### config.mk
export PLATFORM = sky130hd
export DESIGN_NAME = solar_hijri_date_converter
export DESIGN_NICKNAME = d
export VERILOG_FILES = /design/src/rtl/core/shc_pkg.sv /design/src/rtl/core/shc_alu.sv /design/src/rtl/core/solar_hijri_date_converter.sv
export SDC_FILE = /design/constraint.sdc
export NUM_CORES = 1
export LEC_CHECK = 0
export BUFFER_PORTS_ARGS = -buffer_cell sky130_fd_sc_hd__buf_2
export CORE_ASPECT_RATIO = 0.7
export CORE_MARGIN = 2
export CORE_UTILIZATION = 64
export CTS_BUF_LIST = sky130_fd_sc_hd__clkbuf_16
export CTS_CLUSTER_DIAMETER = 40
export DETAILED_ROUTE_END_ITERATION = 8
export PLACE_DENSITY = 0.85
export SLEW_MARGIN = 20
export SYNTH_ARGS = -nofsm -noshare
export SYNTH_HDL_FRONTEND = slang
export SYNTH_SLANG_ARGS = --single-unit
### constraint.sdc
create_clock -name clk -period 12.91 [get_ports clk]
set_input_delay 0.6455 -clock clk [delete_from_list [all_inputs] [get_ports clk]]
set_output_delay 0.6455 -clock clk [all_outputs]
set_load 0.005 [all_outputs]
### src/rtl/core/shc_pkg.sv
package shc_pkg;

    localparam int YearW  = 11;
    localparam int MonthW = 4;
    localparam int DayW   = 5;
    localparam int CountW = 17;

    localparam logic [YearW-1:0] FirstYear = 11'd1206;
    localparam logic [YearW-1:0] LastYear  = 11'd1498;
    localparam logic [YearW-1:0] LunarBase = 11'd1242;

    typedef enum logic {
        ALU_ADD,
        ALU_SUB
    } alu_op_t;

    typedef struct packed {
        alu_op_t           op;
        logic [CountW-1:0] a;
        logic [CountW-1:0] b;
    } alu_req_t;

    typedef struct packed {
        logic [CountW-1:0] res;
        logic              ge;
    } alu_rsp_t;

    typedef struct packed {
        logic [YearW-1:0]  shamsi_year;
        logic [MonthW-1:0] shamsi_month;
        logic [DayW-1:0]   shamsi_day;
    } in_t;

    typedef struct packed {
        logic [CountW-1:0] day_number;
        logic [2:0]        weekday;
        logic [11:0]       gregorian_year;
        logic [3:0]        gregorian_month;
        logic [4:0]        gregorian_day;
        logic [10:0]       lunar_year;
        logic [3:0]        lunar_month;
        logic [4:0]        lunar_day;
        logic              input_ok;
    } out_t;

endpackage

### src/rtl/core/shc_alu.sv
module shc_alu (
    input  shc_pkg::alu_req_t req,
    output shc_pkg::alu_rsp_t rsp
);
    import shc_pkg::*;

    logic [CountW:0] sum;

    // Subtract as add of the complement; carry out means no borrow.
    always_comb
    begin
        if (req.op == ALU_SUB)
        begin
            sum = {1'b0, req.a} + {1'b0, ~req.b} + {{CountW{1'b0}}, 1'b1};
        end
        else
        begin
            sum = {1'b0, req.a} + {1'b0, req.b};
        end
        rsp.res = sum[CountW-1:0];
        rsp.ge  = (req.op == ALU_SUB) && sum[CountW];
    end

endmodule

### src/rtl/core/solar_hijri_date_converter.sv
// Solar Hijri date converter.
// Input channel in_valid/in_ready/in_data carries one Solar Hijri date per
// transaction. Output channel out_valid/out_ready/out_data carries one result
// per input: day count since 1206-01-01, weekday (0 = Saturday), Gregorian
// date and tabular lunar Hijri date, plus input_ok.
// The day-count additions and subtractions go through one shared 17-bit
// add/subtract unit under a small sequencer. Per date it accepts the input,
// adds one solar year at a time from 1206, adds the month, the day and an
// offset, runs a restoring mod-7 reduction, rebases for the lunar search,
// steps lunar years from 1242 (about 300 at most), takes one to twelve
// month steps, then loads the output register.
// A date that fails the range checks skips the conversion and finishes with all fields 0.
// in_ready is high only while the sequencer is idle; it is not held off by a
// full output register, so a new date may start while the previous result
// waits. If the receiver stalls, the finished result waits in the sequencer
// until the output register frees up. Reset empties the output register and
// returns the sequencer to idle.
module solar_hijri_date_converter (
    input  logic          clk,
    input  logic          rst_n,
    input  logic          in_valid,
    output logic          in_ready,
    input  shc_pkg::in_t  in_data,
    output logic          out_valid,
    input  logic          out_ready,
    output shc_pkg::out_t out_data
);
    import shc_pkg::*;

    typedef enum logic [3:0] {
        S_IDLE,
        S_YEAR,
        S_MON,
        S_DAY,
        S_W5,
        S_WEEK,
        S_L229,
        S_LYEAR,
        S_LMON,
        S_DONE
    } state_t;

    typedef struct packed {
        logic [4:0] thresh;
        logic [3:0] m_before;
        logic [4:0] add;
        logic [3:0] m_after;
        logic [4:0] sub;
    } greg_row_t;

    // Days in the solar months before month m.
    function automatic logic [8:0] mon_off(input logic [MonthW-1:0] m);
        logic [8:0] r;
        r = 9'd0;
        case (m)
            4'd2:    r = 9'd31;
            4'd3:    r = 9'd62;
            4'd4:    r = 9'd93;
            4'd5:    r = 9'd124;
            4'd6:    r = 9'd155;
            4'd7:    r = 9'd186;
            4'd8:    r = 9'd216;
            4'd9:    r = 9'd246;
            4'd10:   r = 9'd276;
            4'd11:   r = 9'd306;
            4'd12:   r = 9'd336;
            default: r = 9'd0;
        endcase
        return r;
    endfunction

    function automatic greg_row_t greg_row(input logic [MonthW-1:0] m);
        greg_row_t r;
        r = '0;
        case (m)
            4'd1:    r = '{5'd12, 4'd3,  5'd20, 4'd4,  5'd11};
            4'd2:    r = '{5'd11, 4'd4,  5'd20, 4'd5,  5'd10};
            4'd3:    r = '{5'd11, 4'd5,  5'd21, 4'd6,  5'd10};
            4'd4:    r = '{5'd10, 4'd6,  5'd21, 4'd7,  5'd9};
            4'd5:    r = '{5'd10, 4'd7,  5'd22, 4'd8,  5'd9};
            4'd6:    r = '{5'd10, 4'd8,  5'd22, 4'd9,  5'd9};
            4'd7:    r = '{5'd9,  4'd9,  5'd22, 4'd10, 5'd8};
            4'd8:    r = '{5'd10, 4'd10, 5'd22, 4'd11, 5'd9};
            4'd9:    r = '{5'd10, 4'd11, 5'd21, 4'd12, 5'd9};
            4'd10:   r = '{5'd11, 4'd12, 5'd21, 4'd1,  5'd10};
            4'd11:   r = '{5'd12, 4'd1,  5'd20, 4'd2,  5'd11};
            4'd12:   r = '{5'd11, 4'd2,  5'd19, 4'd3,  5'd10};
            default: r = '0;
        endcase
        return r;
    endfunction

    state_t              state_reg;
    logic [YearW-1:0]    y_reg;
    logic [MonthW-1:0]   m_reg;
    logic [DayW-1:0]     d_reg;
    logic                ok_reg;
    logic [YearW-1:0]    yr_reg;     // solar year walker, later lunar year
    logic [5:0]          c33_reg;    // (year - 1210) mod 33
    logic [4:0]          frac_reg;   // lunar leap fraction, mod 30
    logic [3:0]          k_reg;      // mod-7 reduction bit
    logic [MonthW-1:0]   lm_reg;
    logic [CountW-1:0]   acc_reg;
    logic [CountW-1:0]   cnt_reg;
    logic [2:0]          wd_reg;
    logic                out_valid_reg;
    out_t                out_reg;

    alu_req_t            alu_req;
    alu_rsp_t            alu_rsp;
    logic                leap;
    logic                lcarry;
    logic [CountW-1:0]   wsel;
    logic                out_load;
    greg_row_t           gr;
    out_t                result;

    shc_alu u_alu (
        .req (alu_req),
        .rsp (alu_rsp)
    );

    // Leap years fall every fourth year in each 33-year cycle from 1210.
    assign leap   = (c33_reg[1:0] == 2'd0) && (c33_reg <= 6'd28);
    assign lcarry = (frac_reg >= 5'd19);
    assign wsel   = alu_rsp.ge ? alu_rsp.res : acc_reg;

    // Load the finished result once the output register is free.
    assign out_load = (state_reg == S_DONE) && (!out_valid_reg || out_ready);

    always_comb
    begin
        alu_req.op = ALU_ADD;
        alu_req.a  = acc_reg;
        alu_req.b  = '0;
        unique case (state_reg)
            S_YEAR:  alu_req.b = leap ? CountW'(366) : CountW'(365);
            S_MON:   alu_req.b = CountW'(mon_off(m_reg));
            S_DAY:   alu_req.b = CountW'(d_reg - 5'd1);
            S_W5:    alu_req.b = CountW'(5);
            S_WEEK:
            begin
                alu_req.op = ALU_SUB;
                alu_req.b  = CountW'(7) << k_reg;
            end
            S_L229:
            begin
                alu_req.a = cnt_reg;
                alu_req.b = CountW'(229);
            end
            S_LYEAR:
            begin
                alu_req.op = ALU_SUB;
                alu_req.b  = lcarry ? CountW'(355) : CountW'(354);
            end
            S_LMON:
            begin
                alu_req.op = ALU_SUB;
                alu_req.b  = lm_reg[0] ? CountW'(30) : CountW'(29);
            end
            default: alu_req.b = '0;
        endcase
    end

    // Assemble the finished result from the working registers.
    always_comb
    begin
        gr     = greg_row(m_reg);
        result = '0;
        if (ok_reg)
        begin
            result.day_number = cnt_reg;
            result.weekday    = wd_reg;
            result.input_ok   = 1'b1;
            if (d_reg < gr.thresh)
            begin
                result.gregorian_month = gr.m_before;
                result.gregorian_day   = d_reg + gr.add;
            end
            else
            begin
                result.gregorian_month = gr.m_after;
                result.gregorian_day   = d_reg - gr.sub;
            end
            if ((m_reg == 4'd10 && d_reg >= 5'd11) || m_reg >= 4'd11)
            begin
                result.gregorian_year = {1'b0, y_reg} + 12'd622;
            end
            else
            begin
                result.gregorian_year = {1'b0, y_reg} + 12'd621;
            end
            result.lunar_year  = yr_reg;
            result.lunar_month = lm_reg;
            result.lunar_day   = acc_reg[4:0] + 5'd1;
        end
    end

    always_ff @(posedge clk or negedge rst_n)
    begin
        if (!rst_n)
        begin
            state_reg     <= S_IDLE;
            out_valid_reg <= 1'b0;
            out_reg       <= '0;
            ok_reg        <= 1'b0;
            y_reg         <= '0;
            m_reg         <= '0;
            d_reg         <= '0;
            acc_reg       <= '0;
            cnt_reg       <= '0;
            wd_reg        <= '0;
            c33_reg       <= '0;
            k_reg         <= '0;
            lm_reg        <= '0;
            frac_reg      <= '0;
            yr_reg        <= '0;
        end
        else
        begin
            // Raise valid on a load, drop it once taken.
            if (out_load)
            begin
                out_valid_reg <= 1'b1;
            end
            else if (out_valid_reg && out_ready)
            begin
                out_valid_reg <= 1'b0;
            end
            unique case (state_reg)
                S_IDLE:
                begin
                    if (in_valid)
                    begin
                        y_reg   <= in_data.shamsi_year;
                        m_reg   <= in_data.shamsi_month;
                        d_reg   <= in_data.shamsi_day;
                        acc_reg <= '0;
                        yr_reg  <= FirstYear;
                        c33_reg <= 6'd29;
                        if (in_data.shamsi_year >= FirstYear
                            && in_data.shamsi_year <= LastYear
                            && in_data.shamsi_month >= 4'd1
                            && in_data.shamsi_month <= 4'd12
                            && in_data.shamsi_day >= 5'd1)
                        begin
                            ok_reg    <= 1'b1;
                            state_reg <= S_YEAR;
                        end
                        else
                        begin
                            ok_reg    <= 1'b0;
                            state_reg <= S_DONE;
                        end
                    end
                end
                S_YEAR:
                begin
                    if (yr_reg == y_reg)
                    begin
                        state_reg <= S_MON;
                    end
                    else
                    begin
                        acc_reg <= alu_rsp.res;
                        yr_reg  <= yr_reg + 11'd1;
                        c33_reg <= (c33_reg == 6'd32) ? 6'd0 : c33_reg + 6'd1;
                    end
                end
                S_MON:
                begin
                    acc_reg   <= alu_rsp.res;
                    state_reg <= S_DAY;
                end
                S_DAY:
                begin
                    acc_reg   <= alu_rsp.res;
                    cnt_reg   <= alu_rsp.res;
                    state_reg <= S_W5;
                end
                S_W5:
                begin
                    acc_reg   <= alu_rsp.res;
                    k_reg     <= 4'd14;
                    state_reg <= S_WEEK;
                end
                S_WEEK:
                begin
                    acc_reg <= wsel;
                    k_reg   <= k_reg - 4'd1;
                    if (k_reg == 4'd0)
                    begin
                        wd_reg    <= wsel[2:0];
                        state_reg <= S_L229;
                    end
                end
                S_L229:
                begin
                    // Offset into lunar year 1242, which starts 229 days early.
                    acc_reg   <= alu_rsp.res;
                    yr_reg    <= LunarBase;
                    frac_reg  <= 5'd15;
                    state_reg <= S_LYEAR;
                end
                S_LYEAR:
                begin
                    if (alu_rsp.ge)
                    begin
                        acc_reg  <= alu_rsp.res;
                        yr_reg   <= yr_reg + 11'd1;
                        frac_reg <= lcarry ? frac_reg - 5'd19 : frac_reg + 5'd11;
                    end
                    else
                    begin
                        lm_reg    <= 4'd1;
                        state_reg <= S_LMON;
                    end
                end
                S_LMON:
                begin
                    if (lm_reg != 4'd12 && alu_rsp.ge)
                    begin
                        acc_reg <= alu_rsp.res;
                        lm_reg  <= lm_reg + 4'd1;
                    end
                    else
                    begin
                        state_reg <= S_DONE;
                    end
                end
                S_DONE:
                begin
                    // Hold until the output register is free.
                    if (out_load)
                    begin
                        out_reg   <= result;
                        state_reg <= S_IDLE;
                    end
                end
                default:
                begin
                    state_reg <= S_IDLE;
                end
            endcase
        end
    end

    assign in_ready  = (state_reg == S_IDLE);
    assign out_valid = out_valid_reg;
    assign out_data  = out_reg;

    a_busy_after_accept: assert property (@(posedge clk) disable iff (!rst_n)
        in_valid && in_ready |=> !in_ready)
        else $error("sequencer stayed idle after accepting a date");

    a_bad_date_zero: assert property (@(posedge clk) disable iff (!rst_n)
        out_valid && !out_data.input_ok |->
            out_data.day_number == '0 && out_data.lunar_year == '0
            && out_data.gregorian_year == '0 && out_data.weekday == '0)
        else $error("rejected date carries nonzero fields");

    a_good_ranges: assert property (@(posedge clk) disable iff (!rst_n)
        out_valid && out_data.input_ok |->
            out_data.weekday <= 3'd6 && out_data.lunar_month >= 4'd1
            && out_data.lunar_month <= 4'd12 && out_data.lunar_day >= 5'd1
            && out_data.lunar_day <= 5'd30)
        else $error("converted fields out of range");

    a_lm_range: assert property (@(posedge clk) disable iff (!rst_n)
        state_reg == S_LMON |-> lm_reg >= 4'd1 && lm_reg <= 4'd12)
        else $error("lunar month walker out of range");

    a_c33_range: assert property (@(posedge clk) disable iff (!rst_n)
        state_reg == S_YEAR |-> c33_reg <= 6'd32)
        else $error("33-year cycle counter out of range");

endmodule
* After elaboration in Yosys (flattened, before gate mapping)
Memories as Yosys holds them, arrays and structs flattened. Index checks and enable logic that the tools add are counted.
Operators by class: add/subtract/negate cells 15, magnitude comparators 10, eq/ne operators 23, shifts and indexed selects 1, muxes and demuxes 41, bitwise operators 1, reductions and logical operators 36
Operators with widths (count):
- $pmux 17 s8 | 1
- $mux 17 | 5
- $pmux 17 s5 | 1
- $mux 62 | 1
- $pmux 11 s4 | 1
- $pmux 4 s10 | 1
- $add 17x17->18 | 2
- $mux 4 | 9
- $mux 11 | 3
- $add 11x10->12 const B | 2
- $add 18x1->18 const B | 1
- $mux 18 | 1
- $mux 6 | 3
- $ne 2x2->1 const B | 9
- $not 17->17 | 1
- $shl 3x4->17 const A | 1
- $eq 4x3->1 const B | 4
- $pmux 4 s2 | 2
- $eq 4x4->1 const B | 3
- $mux 12 | 1
- $pmux 6 s2 | 1
- $add 11x1->11 const B | 1
- $eq 11x11->1 | 1
- $ge 11x11->1 const B | 1
- other kinds (44) | 71
Storage, ports and cells: register bits after elaboration 155, bits in read-only memories 448, input bits 24, word-level logic and storage cells 153, memories kept 2
Memory list:
- (no name shown) | words 16, bits a word 19, read ports 1, clocked after memory_dff 0, wr ports 0, RTL line solar_hijri_date_converter.sv:75 | case (m)
- (no name shown) | words 16, bits a word 9, read ports 1, clocked after memory_dff 0, wr ports 0, RTL line solar_hijri_date_converter.sv:55 | case (m)

* Longest topological paths before layout
Gate-level depths: netlist (run 1).
word-level depth 12, mapped depth 20

* Cells and area by module
A second synthesis (run 1) with hierarchy kept.
Second synthesis, totals: cell total of the unflattened synthesis 1324, area, all modules 10822.9 µm²
By module, submodules not included:
- solar_hijri_date_converter | instances 1, cells an instance 1060, area an instance 8942.3 µm², sequential area each 3878.7 µm²
- shc_alu | instances 1, cells an instance 264, area an instance 1880.6 µm², sequential area each 0.0 µm²

* Worst setup path before layout (run 1)
No wires, ideal clock.
kind reg-to-reg, start point register state_reg[2], end point register lm_reg[0], library setup time 0.128 ns, data arrival time 3.990 ns, path slack 8.793 ns, stages on the path, launching flop included 18, clock period less this slack 4.117 ns, cell sequence dfrtp_1 buf_2 nor2b_1 buf_2 and3_1 nor2_1 buf_2 nand3_1 a211o_1 ha_1 or3_1 a211oi_2 a21o_2 o2111ai_4 and2_4 nand2_1 a21boi_2 mux2_1
Between the ends: longest elaborated chain between the ends 10
RTL lines:
- start: declaration | RTL line solar_hijri_date_converter.sv:93 | state_t state_reg;
- start signal: assignment | RTL line solar_hijri_date_converter.sv:203 | state_reg <= S_IDLE;
- start signal: assignment | RTL line solar_hijri_date_converter.sv:248 | state_reg <= S_YEAR;
- start signal: assignment | RTL line solar_hijri_date_converter.sv:253 | state_reg <= S_DONE;
- $eq 4x4->1 (tied with other cells) | RTL line solar_hijri_date_converter.sv:136, solar_hijri_date_converter.sv:230
- $pmux 17 s8 | RTL line solar_hijri_date_converter.sv:136 | unique case (state_reg)
- $not 17->17 | RTL line shc_alu.sv:14 | sum = {1'b0, req.a} + {1'b0, ~req.b} + {{CountW{1'b0}}, 1'b1};
- $add 17x17->18 | RTL line shc_alu.sv:14
- $add 18x1->18 | RTL line shc_alu.sv:14
- $mux 18 | RTL line shc_alu.sv:12 | if (req.op == ALU_SUB)
- $logic_and 1x1->1 | RTL line shc_alu.sv:21 | rsp.ge = (req.op == ALU_SUB) && sum[CountW];
- $logic_and 1x1->1 | RTL line solar_hijri_date_converter.sv:321 | if (lm_reg != 4'd12 && alu_rsp.ge)
- $ne 2x2->1 (no source line)
- $reduce_and 3->1 (no source line)
- end signal: assignment | RTL line solar_hijri_date_converter.sv:324 | lm_reg <= lm_reg + 4'd1;
- end: declaration | RTL line solar_hijri_date_converter.sv:102 | logic [MonthW-1:0] lm_reg;
Several ways; a longest one is shown, not always the timed one. A chain may end at the register's enable or synchronous reset.

* Worst setup path after layout (run 1)
start point register state_reg[3], end point register acc_reg[9]
Between the ends: longest elaborated chain between the ends 10
RTL lines:
- $eq 4x4->1 (tied with other cells) | RTL line solar_hijri_date_converter.sv:136, solar_hijri_date_converter.sv:230
- $pmux 17 s8 | RTL line solar_hijri_date_converter.sv:136
- $not 17->17 | RTL line shc_alu.sv:14
- $add 17x17->18 | RTL line shc_alu.sv:14
- $add 18x1->18 | RTL line shc_alu.sv:14
- $mux 18 | RTL line shc_alu.sv:12
- $logic_and 1x1->1 | RTL line shc_alu.sv:21
- $logic_and 1x1->1 | RTL line solar_hijri_date_converter.sv:321
- $ne 2x2->1 (no source line)
- $reduce_and 5->1 (no source line)
- end signal: assignment | RTL line solar_hijri_date_converter.sv:300 | acc_reg <= alu_rsp.res;
- end signal: assignment | RTL line solar_hijri_date_converter.sv:309 | acc_reg <= alu_rsp.res;
- end signal: assignment | RTL line solar_hijri_date_converter.sv:323 | acc_reg <= alu_rsp.res;
- end: declaration | RTL line solar_hijri_date_converter.sv:103 | logic [CountW-1:0] acc_reg;
Several ways; a longest one is shown, not always the timed one. The select of a mux whose other input is x is not followed.

==> flow_summary.toml, run 1 <==
[outcome]
status = "completed"

[critical_path]
origin_of_the_critical_flop_to_flop_path = "state_reg[3]"
timing.critical_path.max_delay_family = "simple AND/OR/NAND/NOR gates"
cp_data_arrival_time_ns = 5.91
worst-path-buf-inv = 0
path_class = "reg2reg"
crit_start = "state_reg[3]"
critPathCaptureType = "register"
timing.critical_path.slowest_stage_cell = "sky130_fd_sc_hd__dfrtp_1"
cp_data_required_time_ns = 13.21
crit_chain = "nor2b_1 -> and3_1 -> nor2_1 -> nand3_1 -> a211o_1 -> ha_1 -> or3_1 -> nor3_1 -> a21o_2 -> o2111ai_4 -> nand4_1 -> a22oi_4 -> or2_1 -> o21ai_2"
critical_path.max_stage_delay_ns = 0.82
cp-start-kind = "register"
crit_fanout = 26

[min_path]
hold_class = "in2async"

[global_routing]
grt_start_max_net_pins = 100
grt_pass1_wl_mm = 46.24
grt_use_total_pct = 33.71
first_global_vias = 8609
grt_antenna_before_repair = 0
globalRouteOverflowTotal = 0

[detailed_routing]
drt_iter0_markers = 1080
count_of_nets_left_with_antenna_violations_after_detail_routing = 0
drt-wirelength-per-cell_um = 18.49
vias = 9422
drt_first_pass_iters = 6
post-route-drc-count = 0
avgViaCountPerCell = 6.162
finalWirelength_mm = 28.27

[timing]
report.final.setup_viol = 0
unrepaired_setup_endpoints_after_global_routing = "no"
timing.max_slew.rel_slack_pct = 30.81
layout_min_cycle_time_ns = 5.604
final-hold-violation-count = 0
drv_slew = 0
timing_worst_slew_pin_value_ns = 1.035
final_critical_path_setup_slack_ns = 7.306
maxClockFrequency_mhz = 178.4
tns_ns = 0
timing.clock.skew_ns = 0.01441
post-route-period-util_pct = 43.41

[layout]
drive_above_1_share_pct = 14.26
seq_area_um2 = 3879
area_occupied_by_multi_input_gates_um2 = 6040
antennaDiodeCount = 0
finalNetCount = 1390
area.growth.synth_to_final_pct = 11.27
final.fill_count = 1226
largest_register_ffs = 62
most-common-layout-cells = "260 x sky130_fd_sc_hd__nand2_1, 155 x sky130_fd_sc_hd__dfrtp_1, 98 x sky130_fd_sc_hd__o21ai_0, 86 x sky130_fd_sc_hd__buf_2, 77 x sky130_fd_sc_hd__nor2_1"
layout_commonest_cell = "sky130_fd_sc_hd__nand2_1"

[clock_network]
tritoncts_buffer_count = 17
path_clk_slew_ns = 0.06
clock_tree.htree_level_count = 4
cts_tree = "done"
cts_setup_buffers = 0
root_buffer = "sky130_fd_sc_hd__clkbuf_16"
post_cts.resized_instances = 0
latest_clock_arrival_within_the_worst_skew_pair_ns = 0.43
numClockSinks = 155
clock_tree.buffer_depth = 2
ctsHoldBuffers = 0

[logic_synthesis]
synth_edf_count = 0
synth.yosys.warnings = 0
synth.lib_cells_used.distinct = 90
post_synthesis_cell_area_um2 = 10440
postSynthNetCount = 1337
synth_async_sr_flop_share_pct = 100.0
postSynthRegisterBits = 155
syn_inst = 1238
postSynthAreaPerCell_um2 = 8.431
synth_flop_cell = "sky130_fd_sc_hd__dfrtp_1"
synth_sequential_area_ratio_pct = 37.16

[placed_design]
post-dp-hpwl_mm = 20.59
number_of_buffers_inserted_by_port_buffering = 87
gp_congestion = 1.006
dpl_worst_slack_ns = 7.490

[run]
cap_viol_max_count = 0

[power_and_ir_drop]
ir_drop_mv = 0.1994
cellLeakagePower_uw = 0.005490
power_density_nw_per_um2 = 292.0
fin_total_pwr_uw = 3391

[floorplanning]
starting_density_of_the_core_pct = 64.62
design.core.area_um2 = 16150
design.portCount = 88
floorplan.die.height_um = 110.8
die-width_um = 156.6
die_area_um2 = 17360
std_cell_rows = 39
[power by group]
part / leakage (uW) / switching (uW) / total (uW) / internal, uW
clock network: 0.000322 / 226 / 558 / 332
logic: 0.00318 / 1230 / 1970 / 744
registers: 0.00199 / 217 / 860 / 643
[layer usage]
layer	vias up	GRT usage [%]	share of wire, %
met1	4463	53.78	47
met5	-	0	0
li1	4441	-	-
met4	0	5.749	1.2
met2	484	46.61	41
met3	34	8.288	11
[synthesized netlist by cell type, types with 4 or more instances]
master,n,area (um2)
sky130_fd_sc_hd__nor3_1,20,100.1
sky130_fd_sc_hd__xor2_1,14,122.6
sky130_fd_sc_hd__buf_2,10,50.05
sky130_fd_sc_hd__o211ai_1,9,67.56
sky130_fd_sc_hd__nand2_1,260,975.9
sky130_fd_sc_hd__buf_1,5,18.77
sky130_fd_sc_hd__inv_1,65,244.0
sky130_fd_sc_hd__nor2b_1,10,62.56
sky130_fd_sc_hd__a31oi_1,19,118.9
sky130_fd_sc_hd__xnor2_1,32,280.3
sky130_fd_sc_hd__and3_1,6,37.54
sky130_fd_sc_hd__o21ai_0,99,495.5
sky130_fd_sc_hd__mux2_2,25,281.5
sky130_fd_sc_hd__o21ai_1,19,95.09
sky130_fd_sc_hd__nand4_1,6,37.54
sky130_fd_sc_hd__a211oi_1,4,30.03
sky130_fd_sc_hd__dfrtp_1,155,3879
sky130_fd_sc_hd__o21ai_2,8,70.07
sky130_fd_sc_hd__ha_1,72,900.9
sky130_fd_sc_hd__o31ai_1,30,225.2
sky130_fd_sc_hd__o22ai_1,6,37.54
sky130_fd_sc_hd__or3_1,6,37.54
sky130_fd_sc_hd__nor2_1,77,289.0
sky130_fd_sc_hd__clkbuf_1,43,161.4
sky130_fd_sc_hd__a211o_1,4,35.03
sky130_fd_sc_hd__nand3_1,29,145.1
sky130_fd_sc_hd__mux2i_1,10,100.1
sky130_fd_sc_hd__a21oi_1,72,360.4
sky130_fd_sc_hd__nor4_1,4,25.02
sky130_fd_sc_hd__nand2b_1,7,43.79
sky130_fd_sc_hd__a21o_1,19,142.6
[worst register-to-register path: stages, from the launching register on]
cell and delay (ns):
sky130_fd_sc_hd__dfrtp_1 0.82, sky130_fd_sc_hd__nor2b_1 0.31, sky130_fd_sc_hd__and3_1 0.36, sky130_fd_sc_hd__nor2_1 0.79
sky130_fd_sc_hd__nand3_1 0.19, sky130_fd_sc_hd__a211o_1 0.34, sky130_fd_sc_hd__ha_1 0.44, sky130_fd_sc_hd__or3_1 0.20
sky130_fd_sc_hd__nor3_1 0.06, sky130_fd_sc_hd__a21o_2 0.26, sky130_fd_sc_hd__o2111ai_4 0.28, sky130_fd_sc_hd__nand4_1 0.20
sky130_fd_sc_hd__a22oi_4 0.62, sky130_fd_sc_hd__or2_1 0.49, sky130_fd_sc_hd__o21ai_2 0.11
[cell type report]
type                    instances  share of cell area, %
flip-flops and latches        155                  33.40
clock inverters                15                  1.928
inverters                      69                  2.230
repair buffers                 95                  4.353
well taps                     225                  2.424
multi-input cells             953                  52.00
clock buffers                  17                  3.663
[per-stage QoR]
step	area, um2	std cells	hold slack (ns)	utilization [%]
final	11610	1529	0.2164	71.90
after global placement	10960	1497	0.4555	67.86
after detailed placement	10960	1497	0.4610	67.86
after global routing	11610	1529	0.2685	71.90
after CTS	11610	1529	0.2264	71.88
after floorplan	10440	1238	0.3499	-
[cells by family (layout without fill, tap and decap cells)]
logic type      count (synthesis)  after routing  share of synthesized area, %
compound gates                341            341                         21.63
mux                            38             38                         4.088
simple gates                  453            453                         19.08
fa+ha+maj                      75             75                         9.206
flops                         155            155                         37.16
xor+xnor                       46             46                         3.860
buf+inv                       130            196                         4.975
[path summary, 6_finish.rpt]
check                          endpoint  slack [ns]  depth (start not counted)
hold / removal                 d_reg[1]        0.22                          1
setup / recovery             acc_reg[9]        7.31                         14
max in group asynchronous  out_data[46]       11.49                          2
setup reg to reg             acc_reg[9]        7.31                         14
hold reg to reg            out_data[51]        0.47                          2
min in group clk               d_reg[2]        0.46                          2
(Power assumes the default switching activity.)
==> run 2: changes to the inputs <==
Settings changed: CORE_UTILIZATION 64 to 61, PLACE_DENSITY 0.85 to 0.81.
Clock period 12.91 ns to 5.3 ns, I/O delays scaled along.
==> flow_summary.toml, run 2 (synthesis gave the netlist of run 1 again) <==
[timing]
timing.max_slew.rel_slack_pct = 30.64
tns_ns = 0
timing.clock.skew_ns = 0.01293
final-hold-violation-count = 0
holdWs_ns = 0.08543
timing_worst_slew_pin_value_ns = 1.038
report.final.setup_viol = 0
drv_slew = 0
maxClockFrequency_mhz = 213.9
final_critical_path_setup_slack_ns = 0.6256
post-route-period-util_pct = 88.20
layout_min_cycle_time_ns = 4.674
unrepaired_setup_endpoints_after_global_routing = "no"

[placed_design]
dpl-instance-area_um2 = 11010
number_of_buffers_inserted_by_port_buffering = 87
dpl_worst_slack_ns = 0.7984
placed_cells_incl_taps = 1504
post-dp-hpwl_mm = 20.53
gp_congestion = 1.003

[power_and_ir_drop]
ir_drop_mv = 0.5975
power_density_nw_per_um2 = 701.5
cellLeakagePower_uw = 0.005495

[layout]
finish.instance_area_um2 = 11620
layout_commonest_cell = "sky130_fd_sc_hd__nand2_1"
most-common-layout-cells = "260 x sky130_fd_sc_hd__nand2_1, 155 x sky130_fd_sc_hd__dfrtp_1, 98 x sky130_fd_sc_hd__o21ai_0, 86 x sky130_fd_sc_hd__buf_2, 77 x sky130_fd_sc_hd__nor2_1"
area.growth.synth_to_final_pct = 11.34
finish.cell_count_without_fillers = 1537
drive_above_1_share_pct = 14.79
finalNetCount = 1398
antennaDiodeCount = 0
largest_register_ffs = 62
final.fill_count = 1286

[detailed_routing]
post-route-drc-count = 0
avgViaCountPerCell = 6.182
drt-wirelength-per-cell_um = 18.44
drt_iter0_markers = 1363
drt_first_pass_iters = 7
vias = 9502
count_of_nets_left_with_antenna_violations_after_detail_routing = 0
finalWirelength_mm = 28.35

[critical_path]
cp_data_arrival_time_ns = 4.96
worst-path-buf-inv = 0
path_class = "reg2reg"
setup.reg_to_reg.worst_slack_ns = 0.63
cp-start-kind = "register"
critPathCaptureType = "register"
timing.critical_path.max_delay_family = "simple AND/OR/NAND/NOR gates"
timing.critical_path.slowest_stage_cell = "sky130_fd_sc_hd__o21ai_1"
cp_data_required_time_ns = 5.59
crit_fanout = 15
crit_chain = "nor2b_1 -> and3_1 -> nor2_1 -> nand2_1 -> or3_1 -> ha_1 -> or3_1 -> nor3_1 -> a21o_2 -> o2111ai_4 -> a31oi_1 -> o21ai_1 -> nor2_1 -> a2bb2oi_1"
critical_path.max_stage_delay_ns = 0.74

[global_routing]
grt_antenna_before_repair = 0
grt_start_max_net_pins = 107
grt_pass1_wl_mm = 46.48
first_global_vias = 8754
globalRouteOverflowTotal = 0
grt_use_total_pct = 32.21

[clock_network]
root_buffer = "sky130_fd_sc_hd__clkbuf_16"
cts_setup_buffers = 0
clock_tree.htree_level_count = 4
tritoncts_buffer_count = 17
ctsHoldBuffers = 1
path_clk_slew_ns = 0.08
clock_tree.buffer_depth = 2
cts_tree = "done"
post_cts.resized_instances = 0
numClockSinks = 155
latest_clock_arrival_within_the_worst_skew_pair_ns = 0.43

[run]
cap_viol_max_count = 0

[floorplanning]
design.core.area_um2 = 16540
design.portCount = 88
starting_density_of_the_core_pct = 63.10
die-width_um = 160.3
std_cell_rows = 39
die_area_um2 = 18190
floorplan.die.height_um = 113.4

[min_path]
hold_class = "in2reg"

[outcome]
status = "completed"
run 2: changes by cell type in the layout (fill, tap and decap cells not counted):
cell | before | now
sky130_fd_sc_hd__buf_4 | 7 | 15
sky130_fd_sc_hd__inv_6 | 6 | 1
sky130_fd_sc_hd__bufinv_16 | 4 | 0
sky130_fd_sc_hd__clkinv_4 | 1 | 4
sky130_fd_sc_hd__inv_8 | 2 | 5
sky130_fd_sc_hd__clkinv_8 | 1 | 3
sky130_fd_sc_hd__buf_6 | 2 | 1
sky130_fd_sc_hd__clkinvlp_4 | 0 | 1
sky130_fd_sc_hd__dlygate4sd3_1 | 0 | 1
sky130_fd_sc_hd__inv_1 | 66 | 65
sky130_fd_sc_hd__inv_12 | 0 | 1
run 2: worst paths after layout:
check	start	endpoint	cells after the start
setup reg to reg	state_reg[3]	yr_reg[7]	14
hold / removal	in_data[4]	d_reg[4]	2
max in group asynchronous	rst_n	c33_reg[4]	3
min in group asynchronous	rst_n	out_data[41]	2
setup / recovery	state_reg[3]	yr_reg[7]	14
hold reg to reg	out_data[41]	out_data[41]	2
run 2: power by group:
| part | switching, uW | internal (uW) |
|---|---|---|
| Sequential | 481 | 1570 |
| Combinational | 3030 | 1840 |
| Clock | 592 | 637 |
run 2: cell type report:
cell class	count	area, um2	share of cell area [%]
Tap cell	225	281.5	2.422
Clock buffer	17	425.4	3.661
Inverter	69	259.0	2.229
Sequential cell	155	3879	33.38
Clock inverter	15	172.7	1.486
Timing Repair Buffer	103	564.3	4.856
Multi-Input combinational cell	953	6040	51.97
run 2: per-stage QoR:
step / total power, uW / util, %
6_report: 8153 / 70.25
5_1_grt: 8764 / 70.25
4_1_cts: 8022 / 70.25
3_5_place_dp: 6741 / 66.58
3_3_place_gp: 6606 / 66.58
2_1_floorplan: 5549 / -
run 2: worst register-to-register path: cells and delay by family, from the launching register on:
kind / cells / cell delay [ns]
compound gates: 5 / 1.61
flops: 1 / 0.67
fa+ha+maj: 1 / 0.41
simple gates: 8 / 1.85
run 2: layer usage:
layer  GRT usage, %  part of all wire, %  vias up
met5              0                    0        -
met4          7.087                  1.3        0
met3          9.455                   12       42
met2          45.92                   41      582
met1          48.63                   45     4421
li1               -                    -     4457
==> run 3: changes to the inputs <==
Settings changed: CORE_ASPECT_RATIO 0.7 to unset, CTS_CLUSTER_SIZE set to 24.
==> flow_summary.toml, run 3 (synthesis gave the netlist of run 1 again) <==
[outcome]
status = "complete, but fails checks"
violated_checks = "hold timing"

[detailed_routing]
drt_iter0_markers = 907
count_of_nets_left_with_antenna_violations_after_detail_routing = 0
m1WireLength_mm = 12.86
avgViaCountPerCell = 6.136
vias = 9412
drt_first_pass_iters = 6
top_layer = "met4"
met3_wirelength_mm = 1.952
drt-wirelength-per-cell_um = 18.24
routed-wl-met2_mm = 12.62
post-route-drc-count = 0
finalWirelength_mm = 27.98

[layout]
most-common-layout-cells = "260 x sky130_fd_sc_hd__nand2_1, 155 x sky130_fd_sc_hd__dfrtp_1, 98 x sky130_fd_sc_hd__o21ai_0, 86 x sky130_fd_sc_hd__buf_2, 77 x sky130_fd_sc_hd__nor2_1"
area.growth.synth_to_final_pct = 11.32
final.fill_count = 1324
largest_register_ffs = 62
area_occupied_by_multi_input_gates_um2 = 6040
finish.cell_count_without_fillers = 1534
seq_area_um2 = 3879
antennaDiodeCount = 0
finalNetCount = 1400
drive_above_1_share_pct = 14.84
layout_commonest_cell = "sky130_fd_sc_hd__nand2_1"

[floorplanning]
starting_density_of_the_core_pct = 62.72
die-width_um = 134.8
die_area_um2 = 18170
std_cell_rows = 47
design.portCount = 88
floorplan.die.height_um = 134.8
design.core.area_um2 = 16640

[critical_path]
reg2reg_depth = 14
origin_of_the_critical_flop_to_flop_path = "state_reg[3]"
cp_data_required_time_ns = 5.60
setup.reg_to_reg.worst_slack_ns = 0.44
cp_data_arrival_time_ns = 5.16
critPathCaptureType = "register"
cp-start-kind = "register"
path_class = "reg2reg"
r2r-end = "yr_reg[2]"
crit_fanout = 14

[timing]
report.final.setup_viol = 0
timing.clock.skew_ns = 0.007542
maxClockFrequency_mhz = 205.7
post-route-period-util_pct = 91.71
drv_slew = 0
timing_worst_slew_pin_value_ns = 1.062
timing.max_slew.rel_slack_pct = 29.03
tns_ns = 0
layout_min_cycle_time_ns = 4.860
unrepaired_setup_endpoints_after_global_routing = "no"
final-hold-violation-count = 76
holdWs_ns = -0.05204

[power_and_ir_drop]
power_density_nw_per_um2 = 699.8
ir_drop_mv = 0.4203
fin_total_pwr_uw = 8131
cellLeakagePower_uw = 0.005503

[clock_network]
latest_clock_arrival_within_the_worst_skew_pair_ns = 0.43
tritoncts_buffer_count = 17
ctsHoldBuffers = 0
path_clk_slew_ns = 0.07
cts_setup_buffers = 0
clock_tree.buffer_depth = 2
root_buffer = "sky130_fd_sc_hd__clkbuf_16"
post_cts.resized_instances = 0
clock_tree.htree_level_count = 4
cts_tree = "done"
numClockSinks = 155

[global_routing]
first_global_vias = 8736
grt_start_max_net_pins = 111
grt_antenna_before_repair = 0
grt_use_total_pct = 31.92
grt_pass1_wl_mm = 45.91
globalRouteOverflowTotal = 0

[placed_design]
number_of_buffers_inserted_by_port_buffering = 87
gp_congestion = 0.9587
post-dp-hpwl_mm = 20.42
placed_cells_incl_taps = 1502

[run]
cap_viol_max_count = 0

[min_path]
hold_class = "in2async"
run 3: report_power, final:
part           leakage [uW]  internal, uW  switching (uW)
registers           0.00199          1570             467
logic               0.00323          1870            2990
clock network      0.000286           702             540
total               0.00550          4140            3990
run 3: how the worst max path moves through the flow:
| stage | to | from | slack, ns | cells past startpoint |
|---|---|---|---|---|
| after global placement | acc_reg[14] | state_reg[3] | 0.70 | 14 |
| after CTS | yr_reg[2] | state_reg[3] | 0.55 | 14 |
| after global routing | yr_reg[2] | state_reg[3] | 0.20 | 14 |
| after floorplan | lm_reg[0] | state_reg[2] | 1.18 | 17 |
| after detailed placement | yr_reg[2] | state_reg[3] | 0.56 | 14 |
| final | yr_reg[2] | state_reg[3] | 0.44 | 14 |
run 3: worst max-delay path: stages (launching register included):
cell,delay (ns)
sky130_fd_sc_hd__dfrtp_1,0.53
sky130_fd_sc_hd__nor2b_1,0.22
sky130_fd_sc_hd__and3_1,0.31
sky130_fd_sc_hd__nor2_1,0.74
sky130_fd_sc_hd__nand3_1,0.19
sky130_fd_sc_hd__a211o_1,0.34
sky130_fd_sc_hd__ha_1,0.41
sky130_fd_sc_hd__or3_1,0.44
sky130_fd_sc_hd__a211oi_2,0.22
sky130_fd_sc_hd__a21o_2,0.18
sky130_fd_sc_hd__o2111ai_4,0.18
sky130_fd_sc_hd__and2_4,0.27
sky130_fd_sc_hd__a221oi_4,0.40
sky130_fd_sc_hd__a21oi_1,0.13
sky130_fd_sc_hd__a2bb2oi_1,0.14
run 3: layer usage:
layer / global-route usage, % / vias up
met2: 48.76 / 382
met5: 0 / -
met3: 4.842 / 59
li1: - / 4470
met1: 47.51 / 4501
met4: 8.713 / 0
run 3: layout make-up:
cell class / count / area share, %
Multi-Input combinational cell: 953 / 51.98
Sequential cell: 155 / 33.38
Clock buffer: 17 / 3.661
Clock inverter: 15 / 1.389
Inverter: 69 / 2.229
Timing Repair Buffer: 105 / 4.986
Tap cell: 220 / 2.369
run 3: stage by stage:
stage / worst slack, ns / util, % / hold WS [ns] / instance area, um2
after CTS: 0.5497 / 69.80 / 0.02153 / 11620
after global routing: 0.1961 / 69.81 / 0.02883 / 11620
after global placement: 0.7018 / 66.27 / 0.4449 / 11030
after floorplan: 1.183 / - / -0.03059 / 10440
after detailed placement: 0.5647 / 66.27 / 0.4593 / 11030
final: 0.4396 / 69.81 / -0.05204 / 11620
